File: src/rtl/gtr_pkg.sv
`default_nettype none

package gtr_pkg;

	localparam int SCREEN_WIDTH_DEF  = 240;
	localparam int SCREEN_HEIGHT_DEF = 160;
	localparam int GLYPH_ADVANCE_DEF = 7;

	localparam int GLYPH_COUNT = 27;
	localparam int GLYPH_ROWS  = 7;
	localparam int GLYPH_COLS  = 5;
	localparam int PEN_MAX     = 1023;

	localparam logic [14:0] COLOR_RESET = 15'h7FFF;
	localparam logic [7:0]  CASE_FOLD   = 8'd32;
	localparam logic [7:0]  CHAR_UP_A   = 8'h41;
	localparam logic [7:0]  CHAR_UP_Z   = 8'h5A;
	localparam logic [7:0]  CHAR_LO_A   = 8'h61;
	localparam logic [7:0]  CHAR_LO_Z   = 8'h7A;
	localparam logic [4:0]  GLYPH_BLANK = 5'd0;

	typedef logic [4:0] glyph_t;
	typedef logic [2:0] row_t;
	typedef logic [2:0] col_t;

	// Row-major glyphs; bit 4 of each row is the leftmost column.
	localparam logic [4:0] FONT_ROM [GLYPH_COUNT][GLYPH_ROWS] = '{
		'{5'h00, 5'h00, 5'h00, 5'h00, 5'h00, 5'h00, 5'h00},
		'{5'h0E, 5'h11, 5'h11, 5'h1F, 5'h11, 5'h11, 5'h11},
		'{5'h1E, 5'h11, 5'h11, 5'h1E, 5'h11, 5'h11, 5'h1E},
		'{5'h0E, 5'h11, 5'h10, 5'h10, 5'h10, 5'h11, 5'h0E},
		'{5'h1E, 5'h11, 5'h11, 5'h11, 5'h11, 5'h11, 5'h1E},
		'{5'h1F, 5'h10, 5'h10, 5'h1E, 5'h10, 5'h10, 5'h1F},
		'{5'h1F, 5'h10, 5'h10, 5'h1E, 5'h10, 5'h10, 5'h10},
		'{5'h0E, 5'h11, 5'h10, 5'h13, 5'h11, 5'h11, 5'h0E},
		'{5'h11, 5'h11, 5'h11, 5'h1F, 5'h11, 5'h11, 5'h11},
		'{5'h0E, 5'h04, 5'h04, 5'h04, 5'h04, 5'h04, 5'h0E},
		'{5'h07, 5'h02, 5'h02, 5'h02, 5'h12, 5'h12, 5'h0C},
		'{5'h11, 5'h12, 5'h14, 5'h18, 5'h14, 5'h12, 5'h11},
		'{5'h10, 5'h10, 5'h10, 5'h10, 5'h10, 5'h10, 5'h1F},
		'{5'h11, 5'h1B, 5'h15, 5'h15, 5'h11, 5'h11, 5'h11},
		'{5'h11, 5'h19, 5'h15, 5'h13, 5'h11, 5'h11, 5'h11},
		'{5'h0E, 5'h11, 5'h11, 5'h11, 5'h11, 5'h11, 5'h0E},
		'{5'h1E, 5'h11, 5'h11, 5'h1E, 5'h10, 5'h10, 5'h10},
		'{5'h0E, 5'h11, 5'h11, 5'h11, 5'h15, 5'h12, 5'h0D},
		'{5'h1E, 5'h11, 5'h11, 5'h1E, 5'h14, 5'h12, 5'h11},
		'{5'h0E, 5'h11, 5'h10, 5'h0E, 5'h01, 5'h11, 5'h0E},
		'{5'h1F, 5'h04, 5'h04, 5'h04, 5'h04, 5'h04, 5'h04},
		'{5'h11, 5'h11, 5'h11, 5'h11, 5'h11, 5'h11, 5'h0E},
		'{5'h11, 5'h11, 5'h11, 5'h11, 5'h0A, 5'h0A, 5'h04},
		'{5'h11, 5'h11, 5'h11, 5'h15, 5'h15, 5'h1B, 5'h11},
		'{5'h11, 5'h11, 5'h0A, 5'h04, 5'h0A, 5'h11, 5'h11},
		'{5'h11, 5'h11, 5'h0A, 5'h04, 5'h04, 5'h04, 5'h04},
		'{5'h1F, 5'h02, 5'h04, 5'h08, 5'h10, 5'h10, 5'h1F}
	};

	// Controller to datapath.
	typedef struct packed {
		logic load;     // take a new character, set up the scan
		logic step;     // advance to the next glyph bit
		logic capture;  // park the current pixel in the lookahead slot
		logic push;     // move the parked pixel to the output register
		logic last;     // pushed pixel closes the character
	} dp_cmd_t;

	// Datapath to controller.
	typedef struct packed {
		logic hit;       // current glyph bit is set and on screen
		logic scan_end;  // current bit is the last of the glyph
	} dp_status_t;

	// Fold lower case, map A..Z to 1..26, everything else to the blank glyph.
	function automatic glyph_t glyph_index(input logic [7:0] code);
		logic [7:0] up;
		up = code;
		if (code >= CHAR_LO_A && code <= CHAR_LO_Z) begin
			up = code - CASE_FOLD;
		end
		if (up >= CHAR_UP_A && up <= CHAR_UP_Z) begin
			return 5'(up - CHAR_UP_A) + 5'd1;
		end
		return GLYPH_BLANK;
	endfunction

endpackage

`default_nettype wire

File: src/rtl/gtr_char_if.sv
`default_nettype none

interface gtr_char_if;
	logic              valid;
	logic              ready;
	logic [7:0]        char_code;
	logic              first_of_string;
	logic signed [9:0] start_x;
	logic signed [8:0] start_y;

	modport source (
		output valid, char_code, first_of_string, start_x, start_y,
		input  ready
	);
	modport sink (
		input  valid, char_code, first_of_string, start_x, start_y,
		output ready
	);
endinterface

`default_nettype wire

File: src/rtl/gtr_pix_if.sv
`default_nettype none

interface gtr_pix_if;
	logic        valid;
	logic        ready;
	logic [7:0]  pixel_x;
	logic [7:0]  pixel_y;
	logic [14:0] pixel_color;
	logic        last_of_char;

	modport source (
		output valid, pixel_x, pixel_y, pixel_color, last_of_char,
		input  ready
	);
	modport sink (
		input  valid, pixel_x, pixel_y, pixel_color, last_of_char,
		output ready
	);
endinterface

`default_nettype wire

File: src/rtl/gtr_dp.sv
`default_nettype none

module gtr_dp #(
	parameter int SCREEN_WIDTH  = gtr_pkg::SCREEN_WIDTH_DEF,
	parameter int SCREEN_HEIGHT = gtr_pkg::SCREEN_HEIGHT_DEF,
	parameter int GLYPH_ADVANCE = gtr_pkg::GLYPH_ADVANCE_DEF
) (
	input  wire logic                clk,
	input  wire logic                arst_n,
	input  wire gtr_pkg::dp_cmd_t    cmd,
	output gtr_pkg::dp_status_t      status,
	input  wire logic [7:0]          char_code,
	input  wire logic                first_of_string,
	input  wire logic signed [9:0]   start_x,
	input  wire logic signed [8:0]   start_y,
	input  wire logic                color_we,
	input  wire logic [14:0]         color_wdata,
	output logic [7:0]               pixel_x,
	output logic [7:0]               pixel_y,
	output logic [14:0]              pixel_color,
	output logic                     last_of_char
);
	import gtr_pkg::*;

	logic signed [10:0] pen_q;
	logic signed [10:0] base_q;
	logic signed [8:0]  sy_q;
	glyph_t             glyph_q;
	row_t               row_q;
	col_t               col_q;
	logic [14:0]        color_q;
	logic [7:0]         pend_x_q;
	logic [7:0]         pend_y_q;
	logic [7:0]         out_x_q;
	logic [7:0]         out_y_q;
	logic               out_last_q;

	logic signed [10:0] base_d;
	logic signed [11:0] adv_sum;
	logic signed [11:0] px;
	logic signed [11:0] py;
	logic [4:0]         rom_row;
	logic [4:0]         rom_shift;
	logic               on_screen;

	always_comb begin
		base_d    = first_of_string ? 11'(start_x) : pen_q;
		adv_sum   = 12'(base_d) + 12'(GLYPH_ADVANCE);
		px        = 12'(base_q) + signed'({9'd0, col_q});
		py        = 12'(sy_q) + signed'({9'd0, row_q});
		rom_row   = FONT_ROM[glyph_q][row_q];
		rom_shift = rom_row << col_q;
		on_screen = !px[11] && (px < 12'(SCREEN_WIDTH))
			&& !py[11] && (py < 12'(SCREEN_HEIGHT));
		status.hit      = rom_shift[4] && on_screen;
		status.scan_end = (row_q == row_t'(GLYPH_ROWS - 1))
			&& (col_q == col_t'(GLYPH_COLS - 1));
	end

	always_ff @(posedge clk or negedge arst_n) begin
		if (!arst_n) begin
			pen_q   <= '0;
			color_q <= COLOR_RESET;
			row_q   <= '0;
			col_q   <= '0;
		end else begin
			if (color_we) begin
				color_q <= color_wdata;
			end
			if (cmd.load) begin
				// Pen for the next character saturates at the right edge of its range.
				pen_q <= (adv_sum > 12'(PEN_MAX)) ? 11'(PEN_MAX) : 11'(adv_sum);
				row_q <= '0;
				col_q <= '0;
			end else if (cmd.step) begin
				if (col_q == col_t'(GLYPH_COLS - 1)) begin
					col_q <= '0;
					row_q <= row_q + row_t'(1);
				end else begin
					col_q <= col_q + col_t'(1);
				end
			end
		end
	end

	always_ff @(posedge clk) begin
		if (cmd.load) begin
			base_q  <= base_d;
			sy_q    <= start_y;
			glyph_q <= glyph_index(char_code);
		end
		if (cmd.capture) begin
			pend_x_q <= px[7:0];
			pend_y_q <= py[7:0];
		end
		if (cmd.push) begin
			out_x_q    <= pend_x_q;
			out_y_q    <= pend_y_q;
			out_last_q <= cmd.last;
		end
	end

	assign pixel_x      = out_x_q;
	assign pixel_y      = out_y_q;
	assign pixel_color  = color_q;
	assign last_of_char = out_last_q;

endmodule

`default_nettype wire

File: src/rtl/gtr_ctrl.sv
`default_nettype none

module gtr_ctrl (
	input  wire logic                clk,
	input  wire logic                arst_n,
	input  wire logic                in_valid,
	output logic                     in_ready,
	output logic                     out_valid,
	input  wire logic                out_ready,
	input  wire gtr_pkg::dp_status_t status,
	output gtr_pkg::dp_cmd_t         cmd
);
	import gtr_pkg::*;

	typedef enum logic [1:0] {
		S_IDLE,
		S_SCAN,
		S_FLUSH
	} state_t;

	state_t state_q;
	state_t state_d;
	logic   pend_v_q;
	logic   pend_v_d;
	logic   out_v_q;
	logic   out_v_d;
	logic   out_free;

	assign out_free = !out_v_q || out_ready;

	always_comb begin
		cmd      = '0;
		state_d  = state_q;
		pend_v_d = pend_v_q;
		unique case (state_q)
			S_IDLE: begin
				if (in_valid) begin
					cmd.load = 1'b1;
					state_d  = S_SCAN;
				end
			end
			S_SCAN: begin
				// Hold the scan when a new hit would need the busy output register.
				if (!(status.hit && pend_v_q && !out_free)) begin
					cmd.step = 1'b1;
					if (status.hit) begin
						cmd.capture = 1'b1;
						cmd.push    = pend_v_q;
						pend_v_d    = 1'b1;
					end
					if (status.scan_end) begin
						state_d = S_FLUSH;
					end
				end
			end
			S_FLUSH: begin
				if (!pend_v_q) begin
					state_d = S_IDLE;
				end else if (out_free) begin
					cmd.push = 1'b1;
					cmd.last = 1'b1;
					pend_v_d = 1'b0;
					state_d  = S_IDLE;
				end
			end
			default: begin
				state_d = S_IDLE;
			end
		endcase
		out_v_d = cmd.push || (out_v_q && !out_ready);
	end

	always_ff @(posedge clk or negedge arst_n) begin
		if (!arst_n) begin
			state_q  <= S_IDLE;
			pend_v_q <= 1'b0;
			out_v_q  <= 1'b0;
		end else begin
			state_q  <= state_d;
			pend_v_q <= pend_v_d;
			out_v_q  <= out_v_d;
		end
	end

	assign in_ready  = (state_q == S_IDLE);
	assign out_valid = out_v_q;

`ifndef ASSERT_OFF
	a_idle_no_pending: assert property (@(posedge clk) disable iff (!arst_n)
		(state_q == S_IDLE) |-> !pend_v_q)
		else $error("lookahead slot occupied while idle");

	a_push_into_free: assert property (@(posedge clk) disable iff (!arst_n)
		cmd.push |-> out_free)
		else $error("pixel pushed over an unaccepted output");

	a_load_starts_scan: assert property (@(posedge clk) disable iff (!arst_n)
		cmd.load |=> (state_q == S_SCAN) && !pend_v_q)
		else $error("scan did not start cleanly after load");

	a_last_only_flush: assert property (@(posedge clk) disable iff (!arst_n)
		cmd.last |-> (state_q == S_FLUSH) && cmd.push)
		else $error("last pixel flag outside flush");
`endif

endmodule

`default_nettype wire

File: src/rtl/glyph_text_rasterizer.sv
// Text rasterizer: draws one 5x7 character per input item into a screen of
// SCREEN_WIDTH x SCREEN_HEIGHT pixels.
// Channels: char_in carries char_code, first_of_string, start_x, start_y;
// pix_out carries one pixel write (pixel_x, pixel_y, pixel_color,
// last_of_char) per set glyph bit that lands on screen, row-major order.
// Clipped bits and the blank glyph produce nothing; the pen still advances.
// text_color_we / text_color_wdata write the pixel colour; write it only
// while no character is in flight.
// Sequence: a character is accepted, its glyph is scanned through the font
// table one bit per cycle unless the scan holds, and the final pixel, if any,
// is flushed. One pixel is held back to learn whether it is the last of the
// character, so a pixel reaches pix_out the cycle after the next on-screen
// set bit is scanned, and the final pixel reaches it after the flush.
// Stall: the output register keeps its pixel until taken; the scan holds
// only when a new hit meets a full lookahead slot and an output not being taken.
// char_in.ready is high only between characters.
// Reset: pen column 0, colour 0x7FFF, no pixel pending, output empty.

`default_nettype none

module glyph_text_rasterizer #(
	parameter int SCREEN_WIDTH  = gtr_pkg::SCREEN_WIDTH_DEF,
	parameter int SCREEN_HEIGHT = gtr_pkg::SCREEN_HEIGHT_DEF,
	parameter int GLYPH_ADVANCE = gtr_pkg::GLYPH_ADVANCE_DEF
) (
	input  wire logic        clk,
	input  wire logic        arst_n,
	gtr_char_if.sink         char_in,
	gtr_pix_if.source        pix_out,
	input  wire logic        text_color_we,
	input  wire logic [14:0] text_color_wdata
);
	import gtr_pkg::*;

	dp_cmd_t    cmd;
	dp_status_t status;

	// Sequencer: owns the scan state, the lookahead slot and output valid.
	gtr_ctrl u_ctrl (
		.clk       (clk),
		.arst_n    (arst_n),
		.in_valid  (char_in.valid),
		.in_ready  (char_in.ready),
		.out_valid (pix_out.valid),
		.out_ready (pix_out.ready),
		.status    (status),
		.cmd       (cmd)
	);

	// Pen, font lookup, clipping, pixel registers and colour register.
	gtr_dp #(
		.SCREEN_WIDTH  (SCREEN_WIDTH),
		.SCREEN_HEIGHT (SCREEN_HEIGHT),
		.GLYPH_ADVANCE (GLYPH_ADVANCE)
	) u_dp (
		.clk             (clk),
		.arst_n          (arst_n),
		.cmd             (cmd),
		.status          (status),
		.char_code       (char_in.char_code),
		.first_of_string (char_in.first_of_string),
		.start_x         (char_in.start_x),
		.start_y         (char_in.start_y),
		.color_we        (text_color_we),
		.color_wdata     (text_color_wdata),
		.pixel_x         (pix_out.pixel_x),
		.pixel_y         (pix_out.pixel_y),
		.pixel_color     (pix_out.pixel_color),
		.last_of_char    (pix_out.last_of_char)
	);

endmodule

`default_nettype wire

File: src/flat_wrapper.sv
// flat-port wrapper written by rule: the top's interface ports become plain ports
module glyph_text_rasterizer_flat import gtr_pkg::*;
#(
	parameter int SCREEN_WIDTH  = gtr_pkg::SCREEN_WIDTH_DEF,
	parameter int SCREEN_HEIGHT = gtr_pkg::SCREEN_HEIGHT_DEF,
	parameter int GLYPH_ADVANCE = gtr_pkg::GLYPH_ADVANCE_DEF
)
  (clk, arst_n, text_color_we, text_color_wdata, char_in_valid, char_in_char_code, char_in_first_of_string, char_in_start_x, char_in_start_y, char_in_ready, pix_out_valid, pix_out_pixel_x, pix_out_pixel_y, pix_out_pixel_color, pix_out_last_of_char, pix_out_ready);
  gtr_char_if char_in_i ();
  gtr_pix_if pix_out_i ();
  input  wire logic clk;
  input  wire logic arst_n;
  input  wire logic text_color_we;
  input  wire logic [14:0] text_color_wdata;
  input wire logic [$bits(char_in_i.valid)-1:0] char_in_valid;
  input wire logic [$bits(char_in_i.char_code)-1:0] char_in_char_code;
  input wire logic [$bits(char_in_i.first_of_string)-1:0] char_in_first_of_string;
  input wire logic [$bits(char_in_i.start_x)-1:0] char_in_start_x;
  input wire logic [$bits(char_in_i.start_y)-1:0] char_in_start_y;
  output wire logic [$bits(char_in_i.ready)-1:0] char_in_ready;
  output wire logic [$bits(pix_out_i.valid)-1:0] pix_out_valid;
  output wire logic [$bits(pix_out_i.pixel_x)-1:0] pix_out_pixel_x;
  output wire logic [$bits(pix_out_i.pixel_y)-1:0] pix_out_pixel_y;
  output wire logic [$bits(pix_out_i.pixel_color)-1:0] pix_out_pixel_color;
  output wire logic [$bits(pix_out_i.last_of_char)-1:0] pix_out_last_of_char;
  input wire logic [$bits(pix_out_i.ready)-1:0] pix_out_ready;
  assign char_in_i.valid = char_in_valid;
  assign char_in_i.char_code = char_in_char_code;
  assign char_in_i.first_of_string = char_in_first_of_string;
  assign char_in_i.start_x = char_in_start_x;
  assign char_in_i.start_y = char_in_start_y;
  assign char_in_ready = char_in_i.ready;
  assign pix_out_valid = pix_out_i.valid;
  assign pix_out_pixel_x = pix_out_i.pixel_x;
  assign pix_out_pixel_y = pix_out_i.pixel_y;
  assign pix_out_pixel_color = pix_out_i.pixel_color;
  assign pix_out_last_of_char = pix_out_i.last_of_char;
  assign pix_out_i.ready = pix_out_ready;
  glyph_text_rasterizer #(.SCREEN_WIDTH(SCREEN_WIDTH), .SCREEN_HEIGHT(SCREEN_HEIGHT), .GLYPH_ADVANCE(GLYPH_ADVANCE)) u_core (.clk(clk), .arst_n(arst_n), .char_in(char_in_i), .pix_out(pix_out_i), .text_color_we(text_color_we), .text_color_wdata(text_color_wdata));
endmodule
File: config.mk
export PLATFORM = sky130hd
export DESIGN_NAME = glyph_text_rasterizer_flat
export DESIGN_NICKNAME = d
export VERILOG_FILES = /design/src/rtl/gtr_pkg.sv /design/src/rtl/gtr_char_if.sv /design/src/rtl/gtr_pix_if.sv /design/src/rtl/gtr_dp.sv /design/src/rtl/gtr_ctrl.sv /design/src/rtl/glyph_text_rasterizer.sv /design/src/flat_wrapper.sv
export SDC_FILE = /design/constraint.sdc
export NUM_CORES = 1
export LEC_CHECK = 0
export BUFFER_PORTS_ARGS = -buffer_cell sky130_fd_sc_hd__buf_2
export CAP_MARGIN = 20
export CORE_ASPECT_RATIO = 1.4
export CORE_MARGIN = 1
export CORE_UTILIZATION = 27
export DETAILED_ROUTE_END_ITERATION = 12
export GPL_TIMING_DRIVEN = 0
export PLACE_DENSITY = 0.55
export SLEW_MARGIN = 20
export SYNTH_ARGS = -nofsm -noshare
export SYNTH_HDL_FRONTEND = slang
export SYNTH_HIERARCHICAL = 1
export SYNTH_SLANG_ARGS = --single-unit
File: constraint.sdc
create_clock -name clk -period 4.2 [get_ports clk]
set_clock_uncertainty 0.15 [all_clocks]
set_input_delay 0.84 -clock clk [delete_from_list [all_inputs] [get_ports clk]]
set_output_delay 0.84 -clock clk [all_outputs]
set_load 0.03 [all_outputs]
==> metrics.txt, run 1 <==
worst setup path start=u_core/u_dp/glyph_q[0]$_SDFFCE_PN0P_; DRC=0; Hold Path End=u_core/u_dp/pixel_x[6]$_DFFE_PP_; outcome=finished clean; Slew Limit Headroom=0.430; first-pass GRT wire length=roughly 22 mm; Min-Delay Path Class=reg2reg; final cell count without fillers=around 850; Place WS=-0.804 ns; Final Hold Vio Count=0; Routed WL per cell=roughly 16 um; mapped cell area=~0.0055 sq mm; Leakage=around 2.6 nW; Final WS setup=0.232 ns; CTS sink cnt=94; RSZ-0062 raised after global routing=false; vias per std cell=about 5; critical path's largest stage delay=~0.48 ns; H-tree depth=3; CP Data Required Time=4.10 ns; crit path max fanout=13; share of layout cells above drive strength 1=0.299; yosys warns=6; syn_nets=approximately 570; most common cell in the netlist=edfxtp_1; antenna violations before repair=0; Setup crit end kind=flip-flop; # rows=61; die height=171 um; Routed Wire Length=14.0 mm; cells along the critical path=buf_4 > ha_1 > nand2_1 > a31oi_1 > o31ai_2 > a32oi_1 > a311o_1 > a2111oi_4 > nand2_1 > nand2b_1 > nand3_2 > nor2_4 > buf_12; Worst-path clk slew=about 0.060 ns; most numerous cell on the critical path=nand2_1; fmax=~250 MHz; R2R depth=13; vias=approximately 4300; post-route setup TNS=0 ns; clock latency on the worst-skew pair=around 0.34 ns; 1st-pass router iterations=8; type of origin of the critical path=flip-flop; root buffer cell=clkbuf_16; Area after DPL=between 0.006 and 0.007 sq mm; share of the synthesized area in the top cell type=0.318; Die ar.=between 0.02 and 0.025 sq mm; # setup viols final=0; Reg-to-Reg Start=u_core/u_dp/glyph_q[0]$_SDFFCE_PN0P_; diode count=0; io pins=~80; Seq/Total Area, Yosys=0.485; critical hold path startpoint=u_core/u_dp/pend_x_q[6]$_DFFE_PP_; FFs w/ async S/R, synth=0.383; Finished Cell Area=approximately 0.0066 sq mm; largest net degree at the start of global routing=37; synthesized flop and latch total=94; total congestion overflow=0; Synth area leaders=edfxtp_1 (32%), dfrtp_1 (9.6%), dfstp_2 (7.2%), ha_1 (5.0%), mux2_2 (4.1%); Iteration-0 DRC Markers=293; power density over the cells=533 mW/mm^2; GRT Total Usage=0.135; Mapped Cells=between 400 and 500; Synth-to-Final Area Change=20.5%; PortBufs=79; Initial Utilization=0.275; Worst R2R End=u_core/u_dp/pixel_x[3]$_DFFE_PP_; Arr. time, crit path=between 3 and 4 ns; CTS tree=done; Commonest cells post-synth=edfxtp_1 (58), nand2_1 (30), nor2_1 (30); Hold Path Stages=0; Netlist cell types=76; Max VDD drop=0.228 mV; Tcrit/Tclk final=0.945; Core ar.=roughly 0.020 sq mm; Post-CTS Hold Buffers=0; syn avg cell area=between 10 and 15 sq um; cts bufs inserted=9; HPWL Detailed=10.6 mm; Synth Flop Type=edfxtp_1; cell taking the most area after synthesis=edfxtp_1; Die X=approximately 120 um; vias in the first global route=between 4000 and 5000; fin nets=about 660; max-cap violation count=0; Clock Tree Buf Depth=2; Post-Place Cells=between 800 and 900; post-layout util=0.332; GPL Wtd Cong=0.934; antenna viol nets, final=0; Min Clock Period, post-route=about 4 ns; R2R Setup Slk=about 0.23 ns; worst-margin pin slew=between 0.8 and 0.9 ns; number of synthesized flops with an enable pin=58; CP Class=reg2reg; fin. max-slew vios=0; Crit-path slowest cell=a2111oi_4
-- routing by layer --
layer	global-route usage	routed length [um]	share of wire	vias to the layer above
li1	-	-	-	2032
met1	0.153	5590	0.40	2058
met2	0.231	7070	0.51	137
met3	0.0203	535	0.038	49
met4	0.0954	771	0.055	0
met5	0	0	0	-
-- state kept, by name, summed over array words and instances (netlist names) --
name / count
u_core/u_ctrl/pend_v_q: 1
u_core/u_dp/sy_q: 9
u_core/u_dp/row_q: 3
u_core/u_dp/pend_x_q: 8
u_core/u_dp/last_of_char: 1
u_core/u_dp/glyph_q: 5
u_core/u_dp/pixel_y: 8
u_core/u_dp/base_q: 11
u_core/u_ctrl/out_valid: 1
u_core/u_dp/col_q: 3
u_core/u_dp/pixel_color: 15
u_core/u_ctrl/state_q: 2
u_core/u_dp/pen_q: 11
u_core/u_dp/pend_y_q: 8
u_core/u_dp/pixel_x: 8
-- power breakdown --
group          internal (mW)  switching, mW
clock                  0.402          0.330
combinational          0.560          0.878
sequential              1.23          0.128
total                   2.19           1.34
-- cell usage in the layout, fill, tap and decap left out, types with 10 or more instances in the layout --
| cell | Yosys | final |
|---|---|---|
| a21oi_1 | 24 | 23 |
| buf_2 | 7 | 83 |
| clkbuf_1 | 13 | 16 |
| dfrtp_1 | 21 | 21 |
| dfstp_2 | 15 | 15 |
| edfxtp_1 | 58 | 58 |
| ha_1 | 22 | 21 |
| inv_1 | 28 | 28 |
| mux2_2 | 20 | 20 |
| nand2_1 | 30 | 30 |
| nand3_1 | 14 | 13 |
| nor2_1 | 30 | 29 |
| nor2b_1 | 12 | 12 |
| o211ai_1 | 10 | 10 |
| o21ai_0 | 21 | 19 |
| o22a_1 | 10 | 10 |
| xnor2_1 | 16 | 16 |
-- worst max-delay path by stage --
| stage | slack, ns | to |
|---|---|---|
| final | 0.23 | u_core/u_dp/pixel_x[3]$_DFFE_PP_ |
| after global routing | 0.03 | u_core/u_dp/pixel_x[0]$_DFFE_PP_ |
| after CTS | 0.01 | u_core/u_dp/pixel_x[3]$_DFFE_PP_ |
| after detailed placement | -0.80 | u_core/u_dp/pixel_y[0]$_DFFE_PP_ |
| after global placement | -1.05 | u_core/u_dp/pend_y_q[0]$_DFFE_PP_ |
| after floorplan | 0.06 | u_core/u_dp/pend_x_q[0]$_DFFE_PP_ |
-- critical path: cells and delay by family, from the launching register on --
kind / cells / cell delay, ns
adders and majority gates: 1 / 0.34
DFF: 1 / 0.45
and+or+nand+nor: 5 / 0.80
AOI/OAI and AO/OA: 5 / 1.57
buffers and inverters: 2 / 0.34
-- cell families after synthesis --
logic type | after synthesis | share of synthesized area
xor+xnor | 25 | 0.0399
fa+ha+maj | 24 | 0.0575
compound gates | 127 | 0.168
flops | 94 | 0.485
simple gates | 134 | 0.134
mux | 33 | 0.0659
buf+inv | 58 | 0.0495
-- final cells by class --
| class | count | area [sq um] |
|---|---|---|
| sequential | 94 | 2660 |
| buffer | 27 | 170 |
| multi-input combinational | 343 | 2630 |
| clock buffer | 13 | 240 |
| inverter | 30 | 113 |
| timing repair buffer | 85 | 457 |
| tap | 252 | 315 |
| fill | 2011 | 13300 |
| clock inverter | 3 | 21.3 |
-- per-stage QoR --
| step | hold WS, ns | total power [mW] |
|---|---|---|
| after floorplan | 0.250 | 2.35 |
| after global placement | 0.250 | 2.72 |
| after detailed placement | 0.256 | 2.73 |
| after CTS | 0.272 | 3.52 |
| after global routing | 0.276 | 3.74 |
| final | 0.270 | 3.52 |
-- repair_timing --
action / CTS / global route
buffers inserted: 2 / 3
pin swaps: 1 / 7
setup endpoints to repair: 41 / 37
gates resized for setup: 8 / 14
No activity file was read; power rests on OpenSTA's default activity.
==> inputs of run 2 (changes only) <==
--- a/config.mk
+++ b/config.mk
@@ -9,10 +9,10 @@
 export CAP_MARGIN = 20
 export CORE_ASPECT_RATIO = 1.4
 export CORE_MARGIN = 1
-export CORE_UTILIZATION = 27
+export CORE_UTILIZATION = 40
 export DETAILED_ROUTE_END_ITERATION = 12
 export GPL_TIMING_DRIVEN = 0
-export PLACE_DENSITY = 0.55
+export PLACE_DENSITY = 0.72
 export SLEW_MARGIN = 20
 export SYNTH_ARGS = -nofsm -noshare
 export SYNTH_HDL_FRONTEND = slang
==> metrics.txt, run 2 (same netlist as run 1, synthesis figures left out) <==
outcome=finished clean; Final WS setup=0.161 ns (-0.0702 ns); critical path's largest stage delay=0.50 ns (+0.02 ns); root buffer cell=clkbuf_16; GR Layer Usage met1=0.212 (+0.0590); power density over the cells=543 mW/mm^2 (+2.0%); # setup viols final=0 (unchanged); CTS tree=done; CP Class=reg2reg; Slew Limit Headroom=0.447 (+0.0168); commonest cells after routing, fill and taps aside=buf_2 (83), edfxtp_1 (58), nand2_1 (30), nor2_1 (29), inv_1 (28); Core ar.=0.0134 sq mm (-33%); antenna violations before repair=0 (unchanged); H-tree depth=3 (unchanged); Arr. time, crit path=3.93 ns (+0.06 ns); commonest non-fill, non-tap cell in the layout=buf_2; HPWL Detailed=9.59 mm (-9.8%); Final Hold Vio Count=0 (unchanged); fin. max-slew vios=0 (unchanged); Reg-to-Reg Start=u_core/u_dp/glyph_q[1]$_SDFFCE_PN0P_; # fillers=1230 (-39%); WHS=0.265 ns (-0.00574 ns); Routed Wire Length=13.1 mm (-6.3%); critical path's top delay family=simple AND/OR/NAND/NOR gates; Buf+Inv Stages, Crit Path=5 (+3); GR Util met2=0.335 (+0.104); worst-margin pin slew=0.830 ns (-0.0252 ns); Crit-path slowest cell=a2111oi_4; Routed WL per cell=16.8 um (+1.9%); Min-Delay Path Class=reg2reg; RSZ-0062 raised after global routing=false; io pins=82 (unchanged); Most Crowded Layer GR=met2; clock latency on the worst-skew pair=0.33 ns (about the same); vias=4296 (+0.47%); fmax=248 MHz (-1.7%); # rows=50 (-18%); Largest register FFs=15 (unchanged); vias in the first global route=4248 (+0.14%); final cell count without fillers=779 (-8.0%); antenna viol nets, final=0 (unchanged); DRC=0 (unchanged); 1st-pass router iterations=5 (-3); total power=3.56 mW (+1.1%); Initial Utilization=0.410 (+0.134); Leakage=2.60 nW (+0.95%); Worst-path clk slew=0.07 ns (about the same); Die ar.=0.0142 sq mm (-32%); Min Clock Period, post-route=4.04 ns (+0.0702 ns); total congestion overflow=0 (unchanged); cts bufs inserted=9 (unchanged); first-pass GRT wire length=20.7 mm (-4.6%); Setup crit end kind=flip-flop; die height=141 um (-18%); largest net degree at the start of global routing=37 (unchanged); Clock Tree Buf Depth=2 (unchanged); Tcrit/Tclk final=0.962 (+0.0167); worst setup path start=u_core/u_dp/glyph_q[1]$_SDFFCE_PN0P_; cells along the critical path=buf_4 > inv_1 > ha_2 > clkbuf_4 > inv_1 > a22o_1 > o21ai_0 > and3_1 > o311ai_2 > nand4_1 > a2111oi_4 > nand2_1 > nand2b_1 > nand3_1 > nor2_4 > buf_12; Iteration-0 DRC Markers=398 (+36%); critical hold path startpoint=u_core/u_dp/pend_y_q[2]$_DFFE_PP_; Post-Place Cells=757 (-8.5%); fin nets=664 (+0.30%); crit path max fanout=13 (unchanged); max-cap violation count=0 (unchanged); GPL Wtd Cong=0.930 (-0.41%); Post-CTS Hold Buffers=0 (unchanged); Synth-to-Final Area Change=19.5%; met3 GRT Util=0.0279 (+0.00761); Place WS=-0.671 ns (+0.134 ns); CTS sink cnt=94 (unchanged); Die X=101 um (-18%); most numerous cell on the critical path=inv_1; PortBufs=79 (unchanged); CP Data Required Time=4.09 ns (about the same); Max VDD drop=0.250 mV (+9.9%); post-route setup TNS=0 ns (unchanged); vias per std cell=5.51 (+9.2%); share of layout cells above drive strength 1=0.302 (+0.00235); GRT Total Usage=0.186 (+0.0507); type of origin of the critical path=flip-flop; diode count=0 (unchanged)
run 2: cell count changes in the layout (fill, tap and decap cells not counted), moves of 2 or more:
cell,before,now
buf_4,8,11
o21ai_1,4,2
clkbuf_1,16,13
buf_6,6,4
o21ai_0,19,21
inv_6,0,2
run 2: worst paths after layout:
path / to / slack (ns) / cells after the start
max in group asynchronous: u_core/u_dp/pen_q[3]$_DFFE_PN0P_ / 2.92 / 1
min: u_core/u_dp/pixel_y[2]$_DFFE_PP_ / 0.26 / 0
min reg2reg: u_core/u_dp/pixel_y[2]$_DFFE_PP_ / 0.26 / 0
min in group asynchronous: u_core/u_ctrl/out_valid$_DFF_PN0_ / 0.45 / 1
max: u_core/u_dp/pixel_y[0]$_DFFE_PP_ / 0.16 / 16
max reg2reg: u_core/u_dp/pixel_y[0]$_DFFE_PP_ / 0.16 / 16
run 2: area by class of cell:
class,count,area [sq um],area share
Clock inverter,5,37.5,0.00573
Sequential cell,94,2660,0.406
Inverter,30,113,0.0172
Clock buffer,11,254,0.0388
Tap cell,182,228,0.0348
Buffer,27,163,0.0248
Timing Repair Buffer,87,472,0.0720
Multi-Input combinational cell,343,2630,0.401
run 2: worst register-to-register path: cells and delay by family (launching register included):
| kind | cells | cell delay [ns] |
|---|---|---|
| adders and majority gates | 1 | 0.26 |
| AOI/OAI and AO/OA | 4 | 1.03 |
| DFF | 1 | 0.41 |
| buffers and inverters | 5 | 0.80 |
| and+or+nand+nor | 6 | 1.10 |
run 2: layer usage:
layer,vias to the layer above,routed length [um],part of all wire
met3,41,617,0.047
met5,-,0,0
met1,2042,5170,0.39
li1,2032,-,-
met2,181,6890,0.53
met4,0,413,0.032
run 2: repair_timing:
| item | CTS | global route |
|---|---|---|
| endpoints found under the setup margin | 38 | 37 |
| gates resized for setup | 5 | 10 |
| pin swaps | 2 | 3 |
| setup buffers | 3 | 4 |
run 2: where the power goes:
group,internal (mW),switching [mW],leakage [nW],total [mW]
clock network,0.442,0.337,0.146,0.780
registers,1.23,0.133,0.943,1.36
logic,0.558,0.865,1.51,1.42
total,2.23,1.34,2.60,3.56
run 2: stage by stage:
stage           util  instance area, sq um
4_1_cts        0.484                  6480
3_5_place_dp   0.458                  6130
3_3_place_gp   0.456                  6110
6_report       0.489                  6550
5_1_grt        0.489                  6550
2_1_floorplan      -                  5490
